===== src/rtl/jac_pkg.sv =====
// Shared types and constants for the Jacobi symbol block.
// No dependencies; used by jac_rem and jacobi_symbol.

package jac_pkg;

	localparam int unsigned WORD_W = 32;

	typedef logic [WORD_W-1:0] word_t;
	typedef logic [$clog2(WORD_W)-1:0] bit_cnt_t;

	// Two's complement codes of the result.
	typedef logic signed [1:0] sym_t;
	localparam sym_t SYM_ZERO = 2'sb00;
	localparam sym_t SYM_POS  = 2'sb01;
	localparam sym_t SYM_NEG  = 2'sb11;

	// Residues of the modulus that decide the sign flips.
	localparam logic [1:0] MOD4_ONE   = 2'd1;
	localparam logic [1:0] MOD4_THREE = 2'd3;
	localparam logic [2:0] MOD8_THREE = 3'd3;
	localparam logic [2:0] MOD8_FIVE  = 3'd5;

	typedef enum logic [1:0] {
		ST_IDLE,
		ST_LOOP,
		ST_DIV,
		ST_DONE
	} state_t;

endpackage


===== src/rtl/jac_rem.sv =====
// Iterative restoring remainder unit: one quotient bit per cycle.
// Depends on jac_pkg for the word type and the bit counter type.

module jac_rem (
	input  logic          clk,
	input  logic          arst_n,
	input  logic          start,
	input  jac_pkg::word_t dividend,
	input  jac_pkg::word_t divisor,
	output logic          done,
	output jac_pkg::word_t remainder
);
	import jac_pkg::*;

	word_t    rem_q;
	word_t    dvd_q;
	word_t    dvs_q;
	bit_cnt_t cnt_q;
	logic     busy_q;
	logic     done_q;

	logic [WORD_W:0] trial;
	logic [WORD_W:0] diff;

	assign trial = {rem_q, dvd_q[WORD_W-1]};
	assign diff  = trial - {1'b0, dvs_q};

	always_ff @(posedge clk or negedge arst_n) begin
		if (!arst_n) begin
			busy_q <= 1'b0;
			done_q <= 1'b0;
			cnt_q  <= '0;
		end else begin
			done_q <= 1'b0;
			if (start) begin
				busy_q <= 1'b1;
				cnt_q  <= '0;
			end else if (busy_q) begin
				cnt_q <= cnt_q + 1'b1;
				if (cnt_q == '1) begin
					busy_q <= 1'b0;
					done_q <= 1'b1;
				end
			end
		end
	end

	// The partial remainder stays below the divisor, so it always fits one word.
	always_ff @(posedge clk) begin
		if (start) begin
			rem_q <= '0;
			dvd_q <= dividend;
			dvs_q <= divisor;
		end else if (busy_q) begin
			dvd_q <= {dvd_q[WORD_W-2:0], 1'b0};
			if (trial >= {1'b0, dvs_q})
				rem_q <= diff[WORD_W-1:0];
			else
				rem_q <= trial[WORD_W-1:0];
		end
	end

	assign done      = done_q;
	assign remainder = rem_q;

endmodule


===== src/rtl/jacobi_symbol.sv =====
// Top level of the Jacobi symbol block: sequencer, operand registers, output register.
// Depends on jac_pkg and on jac_rem for the remainder steps.
//
//  channel | beat fields              | handshake
//  input   | value_a, modulus_p       | in_valid / in_ready
//  output  | symbol, bad_modulus      | out_valid / out_ready
//
// One beat is loaded, then each factor of two is stripped in its own step, and
// each Euclid pass takes a swap step and, unless the dividend is already below
// the divisor, a run of the bit-serial remainder unit. An even modulus skips
// the loop and goes straight to the output stage.
// Reset clears the sequencer and the output valid. A stalled output holds the
// finished result while the next input beat is taken and worked on.

module jacobi_symbol (
	input  logic                clk,
	input  logic                arst_n,
	input  logic                in_valid,
	output logic                in_ready,
	input  logic signed [31:0]  value_a,
	input  logic [31:0]         modulus_p,
	output logic                out_valid,
	input  logic                out_ready,
	output logic signed [1:0]   symbol,
	output logic                bad_modulus
);
	import jac_pkg::*;

	state_t state_q;
	state_t state_d;

	word_t num_q;
	word_t mod_q;
	logic  neg_q;
	sym_t  res_sym_q;
	logic  res_bad_q;

	logic  out_valid_q;
	sym_t  out_sym_q;
	logic  out_bad_q;

	logic  accept;
	logic  do_strip;
	logic  do_swap;
	logic  do_finish;
	logic  div_start;
	logic  div_done;
	logic  out_load;
	logic  small_dvd;
	word_t div_rem;
	word_t a_bits;

	assign a_bits    = word_t'(value_a);
	assign accept    = in_valid && in_ready;
	assign small_dvd = mod_q < num_q;

	always_ff @(posedge clk or negedge arst_n) begin
		if (!arst_n)
			state_q <= ST_IDLE;
		else
			state_q <= state_d;
	end

	always_comb begin
		state_d   = state_q;
		in_ready  = 1'b0;
		do_strip  = 1'b0;
		do_swap   = 1'b0;
		do_finish = 1'b0;
		div_start = 1'b0;
		out_load  = 1'b0;
		unique case (state_q)
			ST_IDLE: begin
				in_ready = 1'b1;
				if (in_valid)
					state_d = modulus_p[0] ? ST_LOOP : ST_DONE;
			end
			ST_LOOP: begin
				priority if (num_q == '0) begin
					do_finish = 1'b1;
					state_d   = ST_DONE;
				end else if (!num_q[0]) begin
					do_strip = 1'b1;
				end else begin
					do_swap = 1'b1;
					// Swap now; the old modulus becomes the dividend.
					if (!small_dvd) begin
						div_start = 1'b1;
						state_d   = ST_DIV;
					end
				end
			end
			ST_DIV: begin
				if (div_done)
					state_d = ST_LOOP;
			end
			ST_DONE: begin
				if (!out_valid_q || out_ready) begin
					out_load = 1'b1;
					state_d  = ST_IDLE;
				end
			end
			default: state_d = ST_IDLE;
		endcase
	end

	always_ff @(posedge clk) begin
		if (accept) begin
			mod_q     <= modulus_p;
			res_bad_q <= !modulus_p[0];
			res_sym_q <= SYM_ZERO;
			if (a_bits[WORD_W-1]) begin
				num_q <= '0 - a_bits;
				neg_q <= modulus_p[1:0] != MOD4_ONE;
			end else begin
				num_q <= a_bits;
				neg_q <= 1'b0;
			end
		end else if (do_strip) begin
			num_q <= {1'b0, num_q[WORD_W-1:1]};
			if (mod_q[2:0] == MOD8_THREE || mod_q[2:0] == MOD8_FIVE)
				neg_q <= !neg_q;
		end else if (do_swap) begin
			num_q <= mod_q;
			mod_q <= num_q;
			if (num_q[1:0] == MOD4_THREE && mod_q[1:0] == MOD4_THREE)
				neg_q <= !neg_q;
		end else if (state_q == ST_DIV && div_done) begin
			num_q <= div_rem;
		end else if (do_finish) begin
			if (mod_q != word_t'(1))
				res_sym_q <= SYM_ZERO;
			else
				res_sym_q <= neg_q ? SYM_NEG : SYM_POS;
		end
	end

	jac_rem u_rem (
		.clk       (clk),
		.arst_n    (arst_n),
		.start     (div_start),
		.dividend  (mod_q),
		.divisor   (num_q),
		.done      (div_done),
		.remainder (div_rem)
	);

	always_ff @(posedge clk or negedge arst_n) begin
		if (!arst_n)
			out_valid_q <= 1'b0;
		else if (out_load)
			out_valid_q <= 1'b1;
		else if (out_ready)
			out_valid_q <= 1'b0;
	end

	always_ff @(posedge clk) begin
		if (out_load) begin
			out_sym_q <= res_sym_q;
			out_bad_q <= res_bad_q;
		end
	end

	assign out_valid   = out_valid_q;
	assign symbol      = out_sym_q;
	assign bad_modulus = out_bad_q;

endmodule

===== config.mk =====
export PLATFORM = sky130hd
export DESIGN_NAME = jacobi_symbol
export DESIGN_NICKNAME = d
export VERILOG_FILES = /design/src/rtl/jac_pkg.sv /design/src/rtl/jac_rem.sv /design/src/rtl/jacobi_symbol.sv
export SDC_FILE = /design/constraint.sdc
export NUM_CORES = 1
export LEC_CHECK = 0
export BUFFER_PORTS_ARGS = -buffer_cell sky130_fd_sc_hd__buf_2
export CAP_MARGIN = 20
export CORE_AREA = 2 2 170 172
export CTS_CLUSTER_DIAMETER = 30
export CTS_CLUSTER_SIZE = 40
export DETAILED_ROUTE_END_ITERATION = 7
export DIE_AREA = 0 0 172 174
export GPL_TIMING_DRIVEN = 0
export PLACE_DENSITY_LB_ADDON = 0.1
export SLEW_MARGIN = 20
export SYNTH_ARGS = -nofsm -noshare
export SYNTH_HDL_FRONTEND = slang
export SYNTH_SLANG_ARGS = --single-unit

===== constraint.sdc =====
create_clock -name clk -period 3.41 [get_ports clk]
set_clock_uncertainty 0.05 [all_clocks]
set_input_delay 0.1705 -clock clk [delete_from_list [all_inputs] [get_ports clk]]
set_output_delay 0.1705 -clock clk [all_outputs]
set_load 0.02 [all_outputs]

Word level (Yosys, flattened, before mapping)
Index checks and enable logic that the tools add are counted.
{"block": "word_totals", "register_bits": 177, "latchBits": 0, "ramBits": 0, "mem_bits_ro": 0, "inputBits": 68, "output_inout_bits": 5, "wordCells": 112, "memories": 0}
{"block": "op_classes", "add_sub_neg": 3, "mul": 0, "div": 0, "magnitude_cmp": 2, "n_eq_ne": 17, "shifts": 0, "n_mux": 52, "n_bitwise": 3, "n_reduce_logical": 20}
{"op": "$mux W32", "count": 11}
{"op": "$ge A33 B32 Y1", "count": 1}
{"op": "$logic_not A32 Y1", "count": 1}
{"op": "$lt A32 B32 Y1", "count": 1}
{"op": "$ne A32 B1 Y1 const B", "count": 1}
{"op": "$sub A1 B32 Y32 const A", "count": 1}
{"op": "$sub A32 B32 Y32", "count": 1}
{"op": "$mux W1", "count": 29}
{"op": "$mux W2", "count": 9}
{"op": "$mux W5", "count": 2}
{"op": "$eq A2 B2 Y1 const B", "count": 4}
{"op": "$pmux W2 S4", "count": 1}
{"op": "$ne A2 B2 Y1 const B", "count": 3}
{"op": "$ne A3 B3 Y1 const B", "count": 2}
{"op": "$reduce_bool A2 Y1", "count": 3}
{"op": "$reduce_bool A3 Y1", "count": 2}
{"op": "$add A5 B1 Y5 const B", "count": 1}
{"op": "$eq A5 B5 Y1 const B", "count": 1}
{"op": "$reduce_and A5 Y1", "count": 1}
{"op": "$ne A2 B1 Y1 const B", "count": 2}
{"op": "$reduce_and A4 Y1", "count": 1}
{"op": "$reduce_bool A4 Y1", "count": 1}
{"op": "$eq A3 B2 Y1 const B", "count": 1}
{"op": "$eq A3 B3 Y1 const B", "count": 1}
{"op": "9 further kinds", "count": 16}

Longest topological paths before layout
Gate-level depths: netlist of run 1.
{"block": "logic_depth", "word_depth": 6, "ltp_mapped": 13, "mapped_depth_nobuf": 11}

By module
Synthesis of run 1 repeated with hierarchy kept, for this count alone.
{"block": "unflattened", "cells_unflattened": 1152, "area_unflattened_um2": 11155.7}
{"module": "jac_rem", "instances": 1, "cells_per_inst": 589, "area_per_inst_um2": 5941.9, "seq_area_each_um2": 2737.6}
{"module": "jacobi_symbol", "instances": 1, "cells_per_inst": 563, "area_per_inst_um2": 5213.8, "seq_area_each_um2": 2187.1}

Worst setup path after synthesis of run 1
No wires, ideal clock.
{"block": "synth_path", "path_kind": "reg2reg", "start": "reg mod_q[30]", "end": "reg u_rem.dvs_q[0], enable pin", "setup_time_ns": 0.409, "t_arrival_ns": 2.891, "t_required_ns": 2.951, "slack_ns": 0.060, "stages_incl_launch_ff": 9, "n_path_buf": 1, "period_less_slack_ns": 3.350, "cell_sequence": "edfxtp_1 ha_1 nand4_1 or2_2 nor3_1 o311a_1 nor2_1 inv_1 buf_1"}
{"block": "synth_between", "elab_chain_len": 5}
{"element": "from (decl)", "line": "jacobi_symbol.sv:33", "rtl": "word_t mod_q;"}
{"element": "from (signal assigned)", "line": "jacobi_symbol.sv:109", "rtl": "mod_q <= modulus_p;"}
{"element": "from (signal assigned)", "line": "jacobi_symbol.sv:125", "rtl": "mod_q <= num_q;"}
{"element": "$lt A32 B32 Y1", "line": "jacobi_symbol.sv:55", "rtl": "assign small_dvd = mod_q < num_q;"}
{"element": "$mux W1", "line": "jacobi_symbol.sv:87", "rtl": "if (!small_dvd) begin"}
{"element": "$mux W1", "line": "jacobi_symbol.sv:82", "rtl": "end else if (!num_q[0]) begin"}
{"element": "$mux W1", "line": "jacobi_symbol.sv:79", "rtl": "priority if (num_q == '0) begin"}
{"element": "$mux W1", "line": "jacobi_symbol.sv:72", "rtl": "unique case (state_q)"}
{"element": "named net div_start", "line": "jacobi_symbol.sv:46", "rtl": "logic div_start;"}
{"element": "to (signal assigned)", "line": "jac_rem.sv:53", "rtl": "dvs_q <= divisor;"}
{"element": "to (decl)", "line": "jac_rem.sv:17", "rtl": "word_t dvs_q;"}
The timed path passes the listed nets, and every way through them passes these cells.
A chain may end at the register's enable or synchronous reset.

Worst setup path in the final report of run 1
{"block": "layout_path", "start": "reg num_q[13]", "end": "reg u_rem.dvd_q[5], enable pin"}
{"block": "layout_between", "elab_chain_len": 6, "elab_cells_between_ends": 7}
{"element": "from (decl)", "line": "jacobi_symbol.sv:32", "rtl": "word_t num_q;"}
{"element": "from (signal assigned)", "line": "jacobi_symbol.sv:113", "rtl": "num_q <= '0 - a_bits;"}
{"element": "from (signal assigned)", "line": "jacobi_symbol.sv:116", "rtl": "num_q <= a_bits;"}
{"element": "from (signal assigned)", "line": "jacobi_symbol.sv:120", "rtl": "num_q <= {1'b0, num_q[WORD_W-1:1]};"}
{"element": "$lt A32 B32 Y1", "line": "jacobi_symbol.sv:55"}
{"element": "$mux W1", "line": "jacobi_symbol.sv:87"}
{"element": "$mux W1", "line": "jacobi_symbol.sv:82"}
{"element": "$mux W1 (*)", "line": "jacobi_symbol.sv:79"}
{"element": "$mux W1 (*)", "line": "jacobi_symbol.sv:72"}
{"element": "$reduce_bool A2 Y1 (no source line) (*)"}
{"element": "to (signal assigned)", "line": "jac_rem.sv:52", "rtl": "dvd_q <= dividend;"}
{"element": "to (signal assigned)", "line": "jac_rem.sv:55", "rtl": "dvd_q <= {dvd_q[WORD_W-2:0], 1'b0};"}
{"element": "to (decl)", "line": "jac_rem.sv:16", "rtl": "word_t dvd_q;"}
Every way passes the cells marked *; elsewhere a longest branch is shown, timed or not.

==> results of run 1 <==
[critical path: cells and delay by family (launching register included)]
| kind | cells | cell delay (ns) |
|---|---|---|
| compound gates | 5 | 1.12 |
| buf+inv | 3 | 0.69 |
| flops | 1 | 0.45 |
| simple gates | 2 | 0.44 |
| fa+ha+maj | 1 | 0.26 |
[synth_stat cells (14+ instances only)]
| cell | number | share of area |
|---|---|---|
| dfxtp_1 | 34 | 0.061 |
| a31oi_1 | 27 | 0.015 |
| clkbuf_1 | 60 | 0.020 |
| a21o_1 | 32 | 0.022 |
| nand4_1 | 19 | 0.011 |
| inv_1 | 76 | 0.026 |
| xor2_1 | 29 | 0.023 |
| edfxtp_1 | 133 | 0.36 |
| a21oi_1 | 66 | 0.030 |
| nand2_1 | 207 | 0.070 |
| nor4_1 | 18 | 0.010 |
| nor3_1 | 14 | 0.0063 |
| o21ai_0 | 127 | 0.057 |
| o211ai_1 | 18 | 0.012 |
| ha_1 | 66 | 0.074 |
| nand3_1 | 64 | 0.029 |
| a221o_1 | 24 | 0.022 |
| nor2_1 | 53 | 0.018 |
| xnor2_1 | 23 | 0.018 |
[area by class of cell]
class | count | area [um2]
repair buffers | 115 | 823
fillers | 2793 | 15100
inverters | 76 | 285
clock inverters | 11 | 115
plain buffers | 67 | 275
well taps | 384 | 480
clock buffers | 21 | 503
multi-input cells | 917 | 5780
flip-flops and latches | 177 | 4920
[report_power, final]
part | switching (W) | leakage (nW) | internal [W]
Sequential | 0.00109 | 1.72 | 0.00387
Combinational | 0.00492 | 3.40 | 0.00314
Clock | 0.000928 | 0.304 | 0.00115
[layer usage]
layer  track usage  up-vias  share of wire
li1              -     4812              -
met3        0.0276       51          0.045
met4        0.0907        0          0.028
met5             0        -              0
met2         0.392      307           0.47
met1         0.346     4806           0.46
[state kept, by name, indices dropped and copies added, names as in the netlist]
name,count
bad_modulus,1
mod_q,32
neg_q,1
num_q,32
out_valid,1
res_bad_q,1
res_sym_q,2
state_q,2
symbol,2
u_rem.busy_q,1
u_rem.cnt_q,5
u_rem.done,1
u_rem.dvd_q,32
u_rem.dvs_q,32
u_rem.remainder,32
[repair_timing]
action                                 CTS  global route
endpoints found under the hold margin   42             0
resized for setup                       16            23
setup buffers                            0             7
pin swaps                                0             5
setup endpoints to repair              165           142
hold buffers                            33             0
[worst max path at each step]
stage / startpoint / end / slack, ns / cells after the start
final: num_q[13]$_DFFE_PP_ / u_rem.dvd_q[5]$_DFFE_PP_ / 0.12 / 11
after global placement: num_q[23]$_DFFE_PP_ / u_rem.dvd_q[7]$_DFFE_PP_ / -1.59 / 8
after detailed placement: num_q[13]$_DFFE_PP_ / u_rem.dvd_q[7]$_DFFE_PP_ / -0.76 / 11
after floorplan: mod_q[30]$_DFFE_PP_ / u_rem.dvs_q[0]$_DFFE_PP_ / 0.06 / 8
after global routing: u_rem.remainder[11]$_SDFFE_PP0P_ / u_rem.remainder[31]$_SDFFE_PP0P_ / 0.001 / 10
after CTS: u_rem.remainder[26]$_SDFFE_PP0P_ / u_rem.remainder[15]$_SDFFE_PP0P_ / 0.02 / 12
[per-stage QoR]
| stage | cells | setup slack, ns | setup TNS (ns) | util |
|---|---|---|---|---|
| after global placement | 1695 | -1.59 | -168.20 | 0.424 |
| after floorplan | 1239 | 0.0596 | 0 | - |
| after CTS | 1763 | 0.0168 | 0 | 0.463 |
| final | 1768 | 0.121 | 0 | 0.467 |
| after global routing | 1768 | 0.000988 | 0 | 0.467 |
| after detailed placement | 1698 | -0.758 | -73.66 | 0.427 |
[cell families after synthesis]
group / Yosys count / synth area share
AO/OA/AOI/OAI: 359 / 0.206
flip-flops: 177 / 0.442
adder cells (fa/ha/maj): 67 / 0.0760
XOR/XNOR: 52 / 0.0409
multiplexers: 7 / 0.00640
buffers and inverters: 145 / 0.0490
AND/OR/NAND/NOR: 432 / 0.180
==> reports/results.ini, run 1 <==
[status]
status=finished, final reports clean

[setup_path]
cp_max_fo=27
rr_endpoint=u_rem.dvd_q[5]$_DFFE_PP_
r2r_start=num_q[13]$_DFFE_PP_
cp_common_cell=a21o_1
cp_cell_sequence=inv_1 -> ha_1 -> a21o_1 -> a21o_1 -> a21oi_2 -> o211ai_1 -> o211a_1 -> nor2_4 -> clkbuf_4 -> nand2_2 -> buf_12
critical-path-max-stage-delay_ns=0.45
crit_arrival_ns=3.42
reg2regPathDepth=11
reg2reg_slack_ns=0.12
cp-start-kind=register
path_class=register to register
end_kind=register
cp_slowest_cell=edfxtp_1
cp_data_required_time_ns=3.54

[yosys]
synth-seq-cells=177
synth_fp_nets=1374
async_flop_share=0.0565
yosysWarnings=0
ys.flop_type=edfxtp_1
synth_edf_count=133
yosysUniqueCellTypes=64
yosysSeqAreaShare=0.442
synthCells=1239
netlist_area_mm2=0.0111
synth.avg_cell_area_um2=8.99

[worst_hold_path]
min_to=mod_q[2]$_DFFE_PP_
hold_start=modulus_p[2]
hp-class=primary input to register
holdPathStages=3

[route]
wl_per_cell_um=20.5
wirelength_mm=36.3
via_per_inst=5.64
first_pass_iters=5
ant_nets=0
dr.first_iter.drc_count=813
drc=0
vias=9976

[power_and_ir_drop]
p_leak_nw=5.42
p_per_area_mw_per_mm2=1140
finalPower_w=0.0151
ir_drop_mv=0.578

[clocking]
numCtsBuffers=17
clk_path_buf_depth=2
clock-sinks=177
cts_tree=done
clk_pin_slew_ns=0.08
clk_latency_ns=0.44
htree_num_levels=4
cts-root-buf=clkbuf_16

[timing]
whs_ns=0.0279
slew_violations=0
period_needed_ns=3.29
rsz0062_at_grt=no
finalHoldViolCount=0
post-route-period-util=0.965
fmax_ghz=0.304
worst_slew_pin_slew_ns=0.748
max-slew-margin-rel=0.497
finalSetupViolations=0

[floorplan]
dieWidth_um=172
initial_core_util=0.394
die_area_mm2=0.0299
die_h_um=174
ioPinCount=73
num_rows=62
core_mm2=0.0282

[layout]
area_growth_pct=18.4
nNetsFinal=1506
final_area_mm2=0.0132
layout_common_cells=nand2_1, edfxtp_1, o21ai_0
antenna_cells=0
final_common_cell=nand2_1
drive_above_1_share=0.112

[global_route]
grt-ovfl-total=0
grt_pass1_vias=9659
grt_start_max_net_pins=33
antenna_found_initial=0
grt_first_pass_wirelength_mm=55.8
grtUsageTotal=0.247

[placed_design]
gp_congestion=0.958
portBuffers=72
dpl_cell_area_mm2=0.0121
dp_hpwl_mm=28.0

[job]
max_cap_viol_count=0

(Power assumes the default switching activity.)
==> inputs of run 2 (changes only) <==
--- a/config.mk
+++ b/config.mk
@@ -13,5 +13,4 @@
 export DETAILED_ROUTE_END_ITERATION = 7
 export DIE_AREA = 0 0 172 174
-export GPL_TIMING_DRIVEN = 0
 export PLACE_DENSITY_LB_ADDON = 0.1
 export SLEW_MARGIN = 20
==> constraint.sdc (replaced) <==
create_clock -name clk -period 3.41 [get_ports clk]
set_clock_uncertainty 0.05 [all_clocks]
set_input_delay 0.682 -clock clk [delete_from_list [all_inputs] [get_ports clk]]
set_output_delay 0.682 -clock clk [all_outputs]
set_load 0.02 [all_outputs]
==> run 2 against run 1 <==
Largest cell class unchanged. Flip-flop and latch count stayed put. Cell area is 3.0% lower. Combinational power is 2% lower.
==> reports/results.ini, run 2 (synthesized netlist as in run 1, its figures left out) <==
[status]
status=finished, final reports clean

[power_and_ir_drop]
power.internal_w=0.00809  ; -0.78%
p_per_area_mw_per_mm2=1150  ; +0.46%
swShare=0.449  ; -0.0100
combPwrFrac=0.536  ; +0.002
p_leak_nw=5.35  ; -1.3%
ir_drop_mv=0.380  ; -34%
pwr-share-clk=0.137  ; about the same
seqPwrFrac=0.327  ; about the same
p_switching_w=0.00661  ; -4.7%

[setup_path]
rr_endpoint=u_rem.remainder[30]$_SDFFE_PP0P_
reg2reg_slack_ns=0.25  ; +0.13 ns
cp_data_required_time_ns=3.70  ; +0.16 ns
cp_max_fo=3  ; -89%
path_class=register to register
crit_arrival_ns=3.45  ; +0.03 ns
end_kind=register
reg2regPathDepth=11  ; unchanged
r2r_start=u_rem.dvd_q[31]$_DFFE_PP_
cp-start-kind=register

[global_route]
use_met1=0.341  ; -0.00490
grt_start_max_net_pins=93  ; +180%
antenna_found_initial=2  ; +2
grtUsageTotal=0.227  ; -0.0192
grtUsageMet2=0.347  ; -0.0452
grtUsageMet3=0.0257  ; -0.00182
grt_pass1_vias=9214  ; -4.6%
grt-ovfl-total=0  ; unchanged
grt_busiest_layer=met2
grt_first_pass_wirelength_mm=52.4  ; -6.1%

[timing]
slew_violations=0  ; unchanged
finalSetupTns_ns=0  ; unchanged
rsz0062_at_grt=no
post-route-period-util=0.926  ; -0.0387
finalHoldViolCount=0  ; unchanged
max-slew-margin-rel=0.407  ; -0.0899
period_needed_ns=3.16  ; -0.132 ns
fmax_ghz=0.317  ; +4.2%
finalSetupViolations=0  ; unchanged
worst_slew_pin_slew_ns=0.886  ; +0.139 ns

[route]
dr.first_iter.drc_count=725  ; -11%
ant_nets=0  ; unchanged
via_per_inst=5.54  ; -1.9%
vias=9482  ; -5.0%
drc=0  ; unchanged
first_pass_iters=5  ; unchanged
wirelength_mm=33.1  ; -8.8%
wl_per_cell_um=19.3  ; -5.9%

[floorplan]
num_rows=62  ; unchanged
ioPinCount=73  ; unchanged
dieWidth_um=172  ; unchanged
die_area_mm2=0.0299  ; unchanged
initial_core_util=0.394  ; unchanged
core_mm2=0.0282  ; unchanged
die_h_um=174  ; unchanged

[clocking]
clk_pin_slew_ns=0.07  ; about the same
clock-sinks=177  ; unchanged
cts-root-buf=clkbuf_16
cts_tree=done
clk_latency_ns=0.44  ; about the same
clk_path_buf_depth=2  ; unchanged
numCtsBuffers=17  ; unchanged
post_cts_buffers=0  ; unchanged
htree_num_levels=4  ; unchanged

[layout]
finalNonFillerCells=1713  ; -3.1%
area_growth_pct=14.8
drive_above_1_share=0.134  ; +0.0220
nNetsFinal=1450  ; -3.7%
final_common_cell=nand2_1
layout_common_cells=nand2_1, edfxtp_1, o21ai_0

[worst_hold_path]
hp-class=primary input to async pin

[placed_design]
gp_congestion=0.927  ; -3.2%
dp_hpwl_mm=25.0  ; -11%
placed_cells=1680  ; -1.1%
portBuffers=72  ; unchanged

[job]
max_cap_viol_count=0  ; unchanged

[run 2: cell types whose count changed in the layout (fill, tap and decap cells not counted), sizes merged]
| cell | previous run | this run |
|---|---|---|
| inv | 80 | 83 |
| dlygate4sd3 | 33 | 0 |
| clkbuf | 79 | 21 |
| clkinvlp | 1 | 0 |
| diode | 0 | 1 |
| clkinv | 5 | 3 |
| buf | 91 | 126 |
[run 2: worst max-delay path, stage by stage, from the launching register on]
cell      delay [ns]
edfxtp_1        0.39
inv_1           0.06
ha_1            0.20
fa_1            0.42
nor2b_1         0.17
o31a_1          0.18
o31ai_1         0.12
o311a_1         0.33
o31a_1          0.33
o21ai_0         0.15
or3b_2          0.46
o32ai_1         0.21
[run 2: how the worst max path moves through the flow]
stage                                          start                                to  cells past startpoint  slack (ns)
global placement                          value_a[8]               num_q[27]$_DFFE_PP_                      9       -0.18
detailed placement                        value_a[8]               num_q[27]$_DFFE_PP_                      9       -0.19
global route        u_rem.remainder[14]$_SDFFE_PP0P_  u_rem.remainder[26]$_SDFFE_PP0P_                     10        0.06
finish                     u_rem.dvd_q[31]$_DFFE_PP_  u_rem.remainder[30]$_SDFFE_PP0P_                     11        0.25
floorplan                                 value_a[8]               num_q[27]$_DFFE_PP_                      8        0.05
CTS                 u_rem.remainder[13]$_SDFFE_PP0P_  u_rem.remainder[26]$_SDFFE_PP0P_                     10        0.23
[run 2: per-stage QoR]
step | power (W) | utilization | instance area [um2] | hold WS [ns] | worst slack (ns)
floorplan | 0.0101 | - | 11100 | 0.336 | 0.0531
global placement | 0.0126 | 0.432 | 12200 | 0.378 | -0.177
detailed placement | 0.0127 | 0.432 | 12200 | 0.362 | -0.191
CTS | 0.0147 | 0.452 | 12800 | 0.0471 | 0.229
global route | 0.0159 | 0.453 | 12800 | 0.0564 | 0.0604
finish | 0.0147 | 0.453 | 12800 | 0.0529 | 0.253
[run 2: layout make-up]
| cell class | instances | area [um2] |
|---|---|---|
| Fill cell | 2829 | 15500 |
| Multi-Input combinational cell | 917 | 5690 |
| Sequential cell | 177 | 4920 |
| Timing Repair Buffer | 126 | 816 |
| Tap cell | 384 | 480 |
| Clock buffer | 21 | 472 |
| Inverter | 76 | 285 |
| Clock inverter | 11 | 115 |
| Antenna cell | 1 | 2.50 |
[run 2: per-layer routing]
layer,share of wire,vias up
met4,0.018,2
met1,0.49,4499
li1,-,4702
met3,0.045,40
met2,0.45,239
met5,0.00033,-
[run 2: what timing repair did]
action / CTS / global route
hold buffers: 0 / 0
endpoints found under the setup margin: 0 / 2
resized for setup: 0 / 2
[run 2: power groups by stage]
| stage | Clock [W] | Sequential, W | Combinational (W) |
|---|---|---|---|
| 3_5_place_dp | 0 | 0.00483 | 0.00782 |
| 3_3_place_gp | 0 | 0.00483 | 0.00778 |
| 5_1_grt | 0.00211 | 0.00494 | 0.00887 |
| 4_1_cts | 0.00204 | 0.00479 | 0.00787 |
| 6_report | 0.00201 | 0.00481 | 0.00788 |
| 2_1_floorplan | 0 | 0.00444 | 0.00561 |
